## config.mk

```make
export PLATFORM = sky130hd
export DESIGN_NAME = lru_order_tracker_unit
export DESIGN_NICKNAME = d
export VERILOG_FILES = /design/src/rtl/lot_pkg.sv /design/src/rtl/lot_cell.sv /design/src/rtl/lru_order_tracker_unit.sv
export SDC_FILE = /design/constraint.sdc
export NUM_CORES = 1
export LEC_CHECK = 0
export ABC_AREA = 1
export BUFFER_PORTS_ARGS = -buffer_cell sky130_fd_sc_hd__buf_2
export CAP_MARGIN = 40
export CORE_MARGIN = 3
export CORE_UTILIZATION = 41
export DETAILED_ROUTE_END_ITERATION = 10
export GPL_TIMING_DRIVEN = 0
export SLEW_MARGIN = 5
export SYNTH_ARGS = -nofsm -noshare
export SYNTH_HDL_FRONTEND = slang
export SYNTH_HIERARCHICAL = 1
export SYNTH_SLANG_ARGS = --single-unit
```

## constraint.sdc

```tcl
create_clock -name clock -period 11.79 [get_ports clock]
set_input_delay 1.179 -clock clock [delete_from_list [all_inputs] [get_ports clock]]
set_output_delay 1.179 -clock clock [all_outputs]
set_load 0.005 [all_outputs]
```

## src/rtl/lot_pkg.sv

```systemverilog
// ----------------------------------------------------------------------------
// lot_pkg
// Shared types and constants of the recency order tracker: the request and
// response payloads, the operation codes and the records passed between
// the cells of the order chain.
// ----------------------------------------------------------------------------
package lot_pkg;

   // Number of keys held, and the width of a stored key.
   localparam int CAPACITY    = 16;
   localparam int KEY_WIDTH   = 32;

   // Width of the held-key counter, which must reach CAPACITY itself.
   localparam int COUNT_WIDTH = $clog2(CAPACITY + 1);

   // Operation codes of a request.
   localparam logic OP_ACCESS = 1'b0;
   localparam logic OP_REMOVE = 1'b1;

   // Request payload.
   typedef struct packed {
      logic        op;
      logic [31:0] key;
   } req_type;

   // Response payload.
   typedef struct packed {
      logic        hit;
      logic        evicted_valid;
      logic [31:0] evicted_key;
      logic        was_empty;
      logic [4:0]  occupancy;
   } rsp_type;

   // Broadcast to every cell for the request being taken.
   typedef struct packed {
      logic                 fire;
      logic                 op;
      logic [KEY_WIDTH-1:0] key;
   } cell_ctrl_type;

   // Passed from a cell to its less recent neighbour.
   typedef struct packed {
      logic                 valid;
      logic [KEY_WIDTH-1:0] key;
   } cell_fwd_type;

   // Passed from a cell to its more recent neighbour.
   typedef struct packed {
      logic                 valid;
      logic                 match_any;
      logic [KEY_WIDTH-1:0] tail_key;
   } cell_back_type;

endpackage

```

## src/rtl/lot_cell.sv

```systemverilog
// ----------------------------------------------------------------------------
// lot_cell
// One position of the recency chain. It holds one key and its valid bit,
// compares the key against the request, takes the entry of its more recent
// neighbour when an access shifts it, and empties if it is the removed tail.
// ----------------------------------------------------------------------------
module lot_cell (
   input  logic                   clock,
   input  logic                   reset,
   input  lot_pkg::cell_ctrl_type ctrl,
   input  logic                   hit_any,
   input  lot_pkg::cell_fwd_type  fwd_in,
   input  lot_pkg::cell_back_type back_in,
   output lot_pkg::cell_fwd_type  fwd_out,
   output lot_pkg::cell_back_type back_out
);

   logic                          valid_ff;
   logic                          valid_in;
   logic [lot_pkg::KEY_WIDTH-1:0] key_ff;
   logic [lot_pkg::KEY_WIDTH-1:0] key_in;
   logic                          match;
   logic                          is_tail;
   logic                          shift;
   logic                          clear;

   // Compare and find whether this cell is the least recent valid one.
   assign match   = valid_ff & (key_ff == ctrl.key);
   assign is_tail = valid_ff & ~back_in.valid;

   // Results gathered towards the most recent end of the chain.
   assign back_out.valid     = valid_ff;
   assign back_out.match_any = match | back_in.match_any;
   assign back_out.tail_key  = back_in.tail_key | (is_tail ? key_ff : '0);

   assign fwd_out.valid = valid_ff;
   assign fwd_out.key   = key_ff;

   // An access shifts every cell on a miss, and on a hit only the cells up
   // to and including the matching one. A removal drops the tail cell.
   assign shift = ctrl.fire & (ctrl.op == lot_pkg::OP_ACCESS)
                  & (~hit_any | back_out.match_any);
   assign clear = ctrl.fire & (ctrl.op == lot_pkg::OP_REMOVE) & is_tail;

   always_comb begin
      valid_in = valid_ff;
      key_in   = key_ff;
      if (shift) begin
         valid_in = fwd_in.valid;
         key_in   = fwd_in.key;
      end else if (clear) begin
         valid_in = 1'b0;
      end
   end

   // Valid bit.
   always_ff @(posedge clock) begin
      if (reset) begin
         valid_ff <= 1'b0;
      end else begin
         valid_ff <= valid_in;
      end
   end

   // Stored key.
   always_ff @(posedge clock) begin
      key_ff <= key_in;
   end

endmodule

```

## src/rtl/lru_order_tracker_unit.sv

```systemverilog
// ----------------------------------------------------------------------------
// lru_order_tracker_unit
// Least recently used tracker built as a chain of cells in recency order.
// ----------------------------------------------------------------------------
// The block takes one request per clock cycle and returns its response from
// a registered stage in the next cycle; a new request is taken while the
// previous response waits, as long as the response side is not stalled.
// The figure is set by the cell chain: every cell compares its key with
// the request at once, and the chain shifts by one position in the same
// cycle, so the most recent key sits in the first cell and the least
// recent in the last valid one. There is no clearing pass after reset.
// ----------------------------------------------------------------------------
module lru_order_tracker_unit (
   input  logic             clock,
   input  logic             reset,
   input  logic             req_valid,
   output logic             req_ready,
   input  lot_pkg::req_type req_data,
   output logic             rsp_valid,
   input  logic             rsp_ready,
   output lot_pkg::rsp_type rsp_data
);

   lot_pkg::cell_ctrl_type                 ctrl;
   lot_pkg::cell_fwd_type                  fwd  [0:lot_pkg::CAPACITY];
   lot_pkg::cell_back_type                 back [0:lot_pkg::CAPACITY];
   logic                                   fire;
   logic                                   hit_any;
   logic                                   full;
   logic                                   empty;
   logic [lot_pkg::COUNT_WIDTH-1:0]        count_ff;
   logic [lot_pkg::COUNT_WIDTH-1:0]        count_in;
   logic                                   rsp_valid_ff;
   logic                                   rsp_valid_in;
   lot_pkg::rsp_type                       rsp_ff;
   lot_pkg::rsp_type                       rsp_in;

   // Handshake: the response register frees up when it is taken.
   assign req_ready = ~rsp_valid_ff | rsp_ready;
   assign fire      = req_valid & req_ready;
   assign rsp_valid = rsp_valid_ff;
   assign rsp_data  = rsp_ff;

   // Request broadcast to the cells.
   assign ctrl.fire = fire;
   assign ctrl.op   = req_data.op;
   assign ctrl.key  = lot_pkg::KEY_WIDTH'(req_data.key);

   // Ends of the chain: the request enters at the most recent end.
   assign fwd[0].valid                      = 1'b1;
   assign fwd[0].key                        = lot_pkg::KEY_WIDTH'(req_data.key);
   assign back[lot_pkg::CAPACITY].valid     = 1'b0;
   assign back[lot_pkg::CAPACITY].match_any = 1'b0;
   assign back[lot_pkg::CAPACITY].tail_key  = '0;

   // The row of cells.
   for (genvar i = 0; i < lot_pkg::CAPACITY; i++) begin : g_cell
      lot_cell u_cell (
         .clock    (clock),
         .reset    (reset),
         .ctrl     (ctrl),
         .hit_any  (hit_any),
         .fwd_in   (fwd[i]),
         .back_in  (back[i+1]),
         .fwd_out  (fwd[i+1]),
         .back_out (back[i])
      );
   end

   assign hit_any = back[0].match_any;
   assign full    = fwd[lot_pkg::CAPACITY].valid;
   assign empty   = ~fwd[1].valid;

   // Response and next key count.
   always_comb begin
      rsp_in   = '0;
      count_in = count_ff;
      if (req_data.op == lot_pkg::OP_ACCESS) begin
         rsp_in.hit = hit_any;
         if (!hit_any) begin
            if (full) begin
               rsp_in.evicted_valid = 1'b1;
               rsp_in.evicted_key   = 32'(fwd[lot_pkg::CAPACITY].key);
            end else begin
               count_in = count_ff + 1'b1;
            end
         end
      end else begin
         rsp_in.was_empty = empty;
         if (!empty) begin
            rsp_in.evicted_valid = 1'b1;
            rsp_in.evicted_key   = 32'(back[0].tail_key);
            count_in             = count_ff - 1'b1;
         end
      end
      rsp_in.occupancy = 5'(count_in);
   end

   assign rsp_valid_in = fire | (rsp_valid_ff & ~rsp_ready);

   // Control registers.
   always_ff @(posedge clock) begin
      if (reset) begin
         count_ff     <= '0;
         rsp_valid_ff <= 1'b0;
      end else begin
         rsp_valid_ff <= rsp_valid_in;
         if (fire) begin
            count_ff <= count_in;
         end
      end
   end

   // Response payload register.
   always_ff @(posedge clock) begin
      if (fire) begin
         rsp_ff <= rsp_in;
      end
   end

endmodule

```

==> reports/metrics.cfg, run 1 <==
[placement]
hpwl_um=68200
placed_cell_area_mm2=0.0349
port_buffers=78
dp_cells=4819
post-place-ws_ns=5.32
gp_congestion=0.857

[power_and_ir_drop]
netSwitchingPower_mw=1.27
ir_drop_uv=80.1
p_leak_nw=15.9
p_seq_share_pct=46.9
pwr-share-clk_pct=39.7
internal_power_mw=3.80
p_comb_share_pct=13.4
power_density_mw_per_mm2=137
switching_share_pct=25.1

[die]
core_mm2=0.0781
std_cell_rows=102
die_h_um=288
dieWidth_um=288
start_util_pct=41.7
dieArea_mm2=0.0829
design.portCount=79

[final_layout]
stdcell_count=4940
final_cell_area_mm2=0.0370
area_growth_syn_to_layout_pct=13.4
fin_util_pct=47.3
insertedDiodeCount=0
drive_gt1_share_pct=12.2
fillers=7357
nNetsFinal=3888
mostFrequentLayoutCell=nand2_1
layout_common_cells=916 x nand2_1, 766 x inv_1, 552 x edfxtp_1, 320 x o21bai_1, 228 x nor2_1

[grt]
grt_overflow=0
antenna_found_initial=1
grt_pass1_wl_um=130000
track_usage_pct=20.7
grt_max_degree=58
grt_pass1_vias=23000

[worst_hold_path]
min_path_type=reg -> reg

[route]
wire_per_inst_um=17.4
totalWireLength_um=86000
drcViolationCount=0
via_count=23400
antenna_left=0
viasPerCell=4.74
drt_iter0_drc=1636
dr.pass1.iters=5

[logic_synthesis]
yosys_warnings=6
synth_cells=3651
synth_area_mm2=0.0326
syn_avg_cell_area_um2=8.93

[timing]
max_slew.worst_pin.slew_ns=0.846
fmax_mhz=169
skew_ns=0.0314
period_share_pct=50.2
hold_violations=0
maxSlewHeadroom_pct=43.6
finalSetupViolCount=0
fin_crit_ns=5.92
fin_ws_ns=5.87
fin_setup_tns_ns=0
rsz0062_at_grt=no
slew_violations=0

[clocking]
cts_buffers=68
clockBufferDepth=3
cts_setup_buffers=0
root_buffer=clkbuf_16
cts_tree=built
cts_hold_buffers=0
clk_pin_slew_worst_paths_ns=0.06
cts_resized=0
cts.sinks=574
clk_latency_ns=0.60
htree_num_levels=3

[worst_setup_path]
reg2reg_from=g_cell[15].u_cell/key_ff[24]$_DFFE_PP_
end_kind=register
worstPathRequired_ns=12.07
cp-startpoint=req_data[31]
slowest_stage=buf_2
critPathKind=in -> reg
crit_path_end=g_cell[14].u_cell/key_ff[28]$_DFFE_PP_
start_kind=input pin
crit_arrival_ns=6.20
cpMostUsedCell=nand2_1
worstPathMaxFanout=33
r2r-end=g_cell[14].u_cell/key_ff[28]$_DFFE_PP_
worst-r2r-cell-count=42
rrSetupSlack_ns=6.60
max_stage_delay_ns=0.62

[run]
max_cap_violations=0

[status]
outcome=finished, final reports clean

[metrics by stage]
stage / hold slack (ns) / total power, mW
after global placement: 0.428 / 3.07
final: 0.447 / 5.07
after global routing: 0.458 / 5.29
after floorplan: 0.426 / 2.86
after CTS: 0.448 / 5.12
after detailed placement: 0.435 / 3.10
[power by group through the flow]
stage / Clock [mW] / Combinational, mW / Sequential [mW]
floorplan: 0 / 0.447 / 2.41
global placement: 0 / 0.650 / 2.42
global route: 2.15 / 0.754 / 2.39
CTS: 2.06 / 0.681 / 2.38
finish: 2.01 / 0.679 / 2.38
detailed placement: 0 / 0.676 / 2.42
[sequential cells by signal (all words and copies together), names as in the netlist]
| signal | flops |
|---|---|
| rsp_data | 40 |
| g_cell.u_cell/valid_ff | 16 |
| rsp_valid | 1 |
| count_ff | 5 |
| g_cell.u_cell/key_ff | 512 |
[routing by layer]
| metal | up-vias | share of wire, % | global-route usage, % | wire, µm |
|---|---|---|---|---|
| met5 | - | 0 | 0 | 0 |
| met4 | 0 | 3.6 | 8.08 | 3110 |
| met3 | 139 | 3.1 | 2.06 | 2670 |
| met2 | 430 | 48 | 35.6 | 41100 |
| met1 | 10600 | 46 | 26.8 | 39200 |
| li1 | 12200 | - | - | - |
[final cells by class]
| type | count | area (µm²) | area share (%) |
|---|---|---|---|
| clock buffers | 102 | 1970 | 5.34 |
| multi-input cells | 2217 | 12200 | 33.0 |
| plain buffers | 106 | 536 | 1.45 |
| clock inverters | 19 | 135 | 0.365 |
| repair buffers | 95 | 846 | 2.29 |
| flip-flops and latches | 574 | 17000 | 46.0 |
| well taps | 1040 | 1300 | 3.52 |
| inverters | 787 | 2960 | 8.00 |
[worst min-delay path by stage]
stage	from	slack, ns	depth (start not counted)	endpoint
after floorplan	g_cell[9].u_cell/key_ff[3]$_DFFE_PP_	0.43	0	g_cell[10].u_cell/key_ff[3]$_DFFE_PP_
after global placement	g_cell[0].u_cell/key_ff[5]$_DFFE_PP_	0.43	0	g_cell[1].u_cell/key_ff[5]$_DFFE_PP_
after detailed placement	g_cell[0].u_cell/key_ff[3]$_DFFE_PP_	0.43	0	g_cell[1].u_cell/key_ff[3]$_DFFE_PP_
after CTS	g_cell[0].u_cell/key_ff[3]$_DFFE_PP_	0.45	0	g_cell[1].u_cell/key_ff[3]$_DFFE_PP_
after global routing	g_cell[5].u_cell/key_ff[5]$_DFFE_PP_	0.46	0	g_cell[6].u_cell/key_ff[5]$_DFFE_PP_
final	g_cell[12].u_cell/key_ff[3]$_DFFE_PP_	0.45	0	g_cell[13].u_cell/key_ff[3]$_DFFE_PP_
[worst max-delay path: cells and delay by family]
family / cells / cell delay, ns
AO/OA/AOI/OAI: 1 / 0.13
buffers and inverters: 19 / 2.88
AND/OR/NAND/NOR: 23 / 1.93
Power figures use the tool's default switching activity.
==> inputs of run 2 (changes only) <==
Clock period 11.79 ns to 5.7 ns, I/O delays scaled along.
==> reports/metrics.cfg, run 2 (synthesis results as in run 1) <==
[final_layout]
insertedDiodeCount=0  ; unchanged
stdcell_count=4940  ; unchanged
mostFrequentLayoutCell=nand2_1
drive_gt1_share_pct=12.3  ; +0.051 points
largest_reg_flops=512  ; unchanged
layout_common_cells=915 x nand2_1, 765 x inv_1, 552 x edfxtp_1, 320 x o21bai_1, 228 x nor2_1
area_growth_syn_to_layout_pct=13.5  ; about the same
fin_util_pct=47.4  ; about the same
nNetsFinal=3888  ; unchanged
final_cell_area_mm2=0.0370  ; about the same
fillers=7353  ; -0.054%
top_register=g_cell.u_cell/key_ff

[worst_setup_path]
max_stage_delay_ns=0.55  ; -0.07 ns
end_kind=register
worstPathMaxFanout=10  ; -70%
worst-r2r-cell-count=20  ; -52%
crit_path_end=rsp_data[18]$_DFFE_PP_
critPathKind=reg -> reg
rrSetupSlack_ns=0.63  ; -5.97 ns
path_buf_inv=3  ; -16
worstPathRequired_ns=6.02  ; -6.05 ns
reg2reg_from=g_cell[15].u_cell/valid_ff$_SDFFE_PP0P_
crit_arrival_ns=5.38  ; -0.82 ns
start_kind=register
worstSetupPathDepth=20  ; -53%
slowest_stage=dfxtp_1
cpMostUsedCell=a31o_2
worstPathCellList=buf_4 -> inv_1 -> clkbuf_1 -> a31o_2 -> a31o_2 -> a31o_2 -> a31o_2 -> a31o_2 -> a31o_2 -> a31o_2 -> a31o_2 -> a31o_2 -> a31o_2 -> a31o_2 -> a31o_2 -> a31o_2 -> a31o_2 -> a31o_2 -> nand3_1 -> o21ai_1
crit_family=compound AO/OA/AOI/OAI gates
cp-startpoint=g_cell[15].u_cell/valid_ff$_SDFFE_PP0P_
r2r-end=rsp_data[18]$_DFFE_PP_

[clocking]
clk_pin_slew_worst_paths_ns=0.06  ; about the same
htree_num_levels=3  ; unchanged
clk_latency_ns=0.60  ; about the same
cts_setup_buffers=0  ; unchanged
root_buffer=clkbuf_16
cts_buffers=68  ; unchanged
clockBufferDepth=3  ; unchanged
cts.sinks=574  ; unchanged
cts_tree=built

[timing]
finalSetupViolCount=0  ; unchanged
period_share_pct=88.9
hold_violations=0  ; unchanged
maxSlewHeadroom_pct=47.1  ; +3.5 points
fin_crit_ns=5.07
rsz0062_at_grt=no
fmax_mhz=197
skew_ns=0.0304  ; -0.00100 ns
slew_violations=0  ; unchanged
max_slew.worst_pin.slew_ns=0.793  ; -0.0530 ns

[grt]
grt_overflow=0  ; unchanged
grt_pass1_wl_um=130000  ; unchanged
grt_max_degree=58  ; unchanged
track_usage_pct=20.7  ; unchanged
antenna_found_initial=1  ; unchanged
grt_pass1_vias=23000  ; unchanged

[die]
core_mm2=0.0781  ; unchanged
start_util_pct=41.7  ; unchanged
die_h_um=288  ; unchanged
std_cell_rows=102  ; unchanged
design.portCount=79  ; unchanged
dieWidth_um=288  ; unchanged
dieArea_mm2=0.0829  ; unchanged

[power_and_ir_drop]
total_power_mw=10.5  ; +110%
power_density_mw_per_mm2=284  ; +110%
ir_drop_uv=166  ; +110%
p_leak_nw=15.9  ; about the same

[route]
antenna_left=0  ; unchanged
via_count=23500  ; +0.24%
wire_per_inst_um=17.4  ; -0.13%
drcViolationCount=0  ; unchanged
drt_iter0_drc=1630  ; -0.37%
viasPerCell=4.75  ; +0.24%
dr.pass1.iters=6  ; +1
totalWireLength_um=85900  ; -0.13%

[placement]
placed_cell_area_mm2=0.0349  ; unchanged
gp_congestion=0.857  ; unchanged
hpwl_um=68200  ; unchanged
dp_cells=4819  ; unchanged
port_buffers=78  ; unchanged

[run]
max_cap_violations=0  ; unchanged

[status]
outcome=finished, final reports clean

[worst_hold_path]
min_path_type=in -> reg
min_from=req_valid

run 2: cell types whose count changed in the layout (fill, tap and decap cells not counted), sizes merged:
cell / change
clkbuf: +4
clkinvlp: +1
inv: -1
buf: -4
run 2: what timing repair did:
item,in CTS,in global routing
hold buffers,0,0
setup endpoints to repair,0,232
resized for setup,0,6
run 2: worst min-delay path by stage:
stage                                                  to  slack (ns)  cells after the start
CTS                                  rsp_valid$_SDFF_PP0_        0.18                      3
floorplan           g_cell[10].u_cell/key_ff[3]$_DFFE_PP_        0.43                      0
finish                               rsp_valid$_SDFF_PP0_        0.22                      3
detailed placement   g_cell[1].u_cell/key_ff[3]$_DFFE_PP_        0.43                      0
global placement     g_cell[1].u_cell/key_ff[5]$_DFFE_PP_        0.43                      0
global route                         rsp_valid$_SDFF_PP0_        0.23                      3
run 2: metal layers:
metal	wire [µm]	global-route usage [%]	vias up
met2	41100	35.6	454
met1	38900	26.8	10700
met4	3110	8.08	0
met3	2800	2.06	139
li1	-	-	12200
met5	0	0	-
run 2: cell type report:
cell class / count / area, µm² / area share (%)
well taps: 1040 / 1300 / 3.52
inverters: 787 / 2960 / 8.00
clock inverters: 19 / 135 / 0.365
clock buffers: 102 / 1970 / 5.33
plain buffers: 106 / 536 / 1.45
flip-flops and latches: 574 / 17000 / 46.0
multi-input cells: 2217 / 12200 / 33.0
repair buffers: 95 / 856 / 2.31
run 2: stage by stage:
| stage | setup TNS, ns | hold slack (ns) | setup slack (ns) |
|---|---|---|---|
| after floorplan | 0 | 0.426 | 1.18 |
| after global placement | -367.44 | 0.428 | -0.860 |
| after detailed placement | -28.60 | 0.435 | -0.165 |
| after CTS | 0 | 0.181 | 0.434 |
| after global routing | 0 | 0.229 | 0.114 |
| final | 0 | 0.219 | 0.631 |
run 2: where the power goes:
part	internal, mW	switching [mW]
Clock	2.47	1.70
Combinational	0.584	0.821
Sequential	4.80	0.116
run 2: tightest hold or removal path, stage by stage:
cell,delay (ns)
buf_2,0.10
inv_1,0.04
a21oi_1,0.05
==> inputs of run 3 (changes only) <==
==> constraint.sdc (replaced) <==
create_clock -name clock -period 5.7 [get_ports clock]
set_input_delay 0.285 -clock clock [delete_from_list [all_inputs] [get_ports clock]]
set_output_delay 0.285 -clock clock [all_outputs]
set_load 0.005 [all_outputs]
==> reports/metrics.cfg, run 3 (synthesis results as in run 1) <==
[clocking]
htree_num_levels=3  ; unchanged
cts_setup_buffers=0  ; unchanged
cts.sinks=574  ; unchanged
clk_latency_ns=0.60  ; about the same
root_buffer=clkbuf_16
clockBufferDepth=3  ; unchanged
cts_buffers=68  ; unchanged
clk_pin_slew_worst_paths_ns=0.06  ; about the same
cts_tree=built

[route]
wire_per_inst_um=17.4  ; about the same
dr.pass1.iters=5  ; -1
drt_iter0_drc=1616  ; -0.86%
via_count=23500  ; +0.030%
totalWireLength_um=86000  ; +0.10%
viasPerCell=4.75  ; about the same
antenna_left=0  ; unchanged
drcViolationCount=0  ; unchanged

[final_layout]
nNetsFinal=3890  ; +0.051%
largest_reg_flops=512  ; unchanged
final_cell_area_mm2=0.0370  ; about the same
top_register=g_cell.u_cell/key_ff
insertedDiodeCount=0  ; unchanged
mostFrequentLayoutCell=nand2_1
drive_gt1_share_pct=12.3  ; about the same
layout_common_cells=915 x nand2_1, 765 x inv_1, 552 x edfxtp_1, 320 x o21bai_1, 228 x nor2_1
area_growth_syn_to_layout_pct=13.5  ; about the same
stdcell_count=4942  ; +0.040%

[die]
core_mm2=0.0781  ; unchanged
std_cell_rows=102  ; unchanged
dieWidth_um=288  ; unchanged
start_util_pct=41.7  ; unchanged
design.portCount=79  ; unchanged
die_h_um=288  ; unchanged
dieArea_mm2=0.0829  ; unchanged

[grt]
antenna_found_initial=1  ; unchanged
grt_max_degree=58  ; unchanged
grt_pass1_wl_um=130000  ; about the same
grt_pass1_vias=23100  ; +0.095%
grt_overflow=0  ; unchanged
track_usage_pct=20.7  ; about the same

[worst_setup_path]
worstPathRequired_ns=6.02  ; about the same
slowest_stage=dfxtp_1
critPathKind=reg -> reg
rrSetupSlack_ns=0.62  ; about the same
crit_family=compound AO/OA/AOI/OAI gates
worstPathCellList=buf_4 -> inv_1 -> clkbuf_1 -> a31o_2 -> a31o_2 -> a31o_2 -> a31o_2 -> a31o_2 -> a31o_2 -> a31o_2 -> a31o_2 -> a31o_2 -> a31o_2 -> a31o_2 -> a31o_2 -> a31o_2 -> a31o_2 -> a31o_2 -> nand3_1 -> o21ai_1
start_kind=register
worstPathMaxFanout=10  ; unchanged
cpMostUsedCell=a31o_2
end_kind=register
max_stage_delay_ns=0.55  ; about the same
path_buf_inv=3  ; unchanged
crit_arrival_ns=5.39  ; about the same

[timing]
fmax_mhz=197  ; -0.18%
period_share_pct=89.1  ; +0.16 points
hold_violations=0  ; unchanged
slew_violations=0  ; unchanged
skew_ns=0.0319  ; +0.00148 ns
holdWs_ns=0.161  ; -0.0573 ns
rsz0062_at_grt=no
fin_ws_ns=0.622  ; -0.00935 ns
finalSetupViolCount=0  ; unchanged
fin_crit_ns=5.08  ; +0.00935 ns
max_slew.worst_pin.slew_ns=0.852  ; +0.0584 ns
maxSlewHeadroom_pct=43.2  ; -3.9 points

[placement]
placed_cell_area_mm2=0.0349  ; unchanged
post-place-ws_ns=0.120  ; +0.285 ns
hpwl_um=68200  ; unchanged
dp_cells=4819  ; unchanged
gp_congestion=0.857  ; unchanged
port_buffers=78  ; unchanged

[run]
max_cap_violations=0  ; unchanged

[status]
outcome=finished, final reports clean

[power_and_ir_drop]
power_density_mw_per_mm2=284  ; about the same
ir_drop_uv=165  ; -0.29%
total_power_mw=10.5  ; about the same
p_leak_nw=15.9  ; about the same

[worst_hold_path]
min_path_type=in -> reg

-- run 3: cell count changes in the layout (fill, tap and decap cells not counted), sizes merged --
cell / before / now
buf: 132 / 136
clkbuf: 171 / 167
dlygate4sd3: 0 / 2
-- run 3: worst paths after layout --
path	cells after the start	to	start
worst max-delay path	20	rsp_data[18]$_DFFE_PP_	g_cell[15].u_cell/valid_ff$_SDFFE_PP0P_
worst min-delay path	1	g_cell[0].u_cell/key_ff[1]$_DFFE_PP_	req_data[1]
worst max register to register	20	rsp_data[18]$_DFFE_PP_	g_cell[15].u_cell/valid_ff$_SDFFE_PP0P_
worst min register to register	0	g_cell[13].u_cell/key_ff[3]$_DFFE_PP_	g_cell[12].u_cell/key_ff[3]$_DFFE_PP_
-- run 3: worst register-to-register path: stages, from the launching register on --
cell and delay [ns]:
dfxtp_1 0.55, buf_4 0.18, inv_1 0.10, clkbuf_1 0.28, a31o_2 0.28, a31o_2 0.21
a31o_2 0.21, a31o_2 0.21, a31o_2 0.22, a31o_2 0.22, a31o_2 0.21, a31o_2 0.21
a31o_2 0.21, a31o_2 0.21, a31o_2 0.21, a31o_2 0.22, a31o_2 0.21, a31o_2 0.20
a31o_2 0.21, nand3_1 0.32, o21ai_1 0.12
-- run 3: area by class of cell --
class / count / area, µm²
well taps: 1040 / 1300
clock buffers: 102 / 1970
flip-flops and latches: 574 / 17000
multi-input cells: 2217 / 12200
inverters: 787 / 2960
repair buffers: 97 / 866
clock inverters: 19 / 135
fillers: 7354 / 41100
plain buffers: 106 / 536
-- run 3: power breakdown --
part           switching (mW)  total, mW  internal, mW
clock network            1.69       4.16          2.47
registers               0.116       4.92          4.80
logic                   0.822       1.41         0.584
total                    2.63       10.5          7.86
-- run 3: timing repair --
action / in CTS / in global routing
hold buffers: 2 / 0
gates resized for setup: 0 / 2
hold endpoints to repair: 1 / 0
endpoints found under the setup margin: 0 / 144
-- run 3: through the flow --
stage          util [%]  TNS [ns]
6_report           47.4         0
2_1_floorplan         -         0
5_1_grt            47.4         0
4_1_cts            47.4         0
3_3_place_gp       44.1   -212.91
3_5_place_dp       44.6         0
-- run 3: per-layer routing --
| layer | track usage, % | wire length (µm) | up-vias |
|---|---|---|---|
| li1 | - | - | 12200 |
| met1 | 26.8 | 39100 | 10700 |
| met2 | 35.7 | 41100 | 408 |
| met3 | 2.06 | 2600 | 143 |
| met4 | 8.08 | 3160 | 0 |
| met5 | 0 | 0 | - |
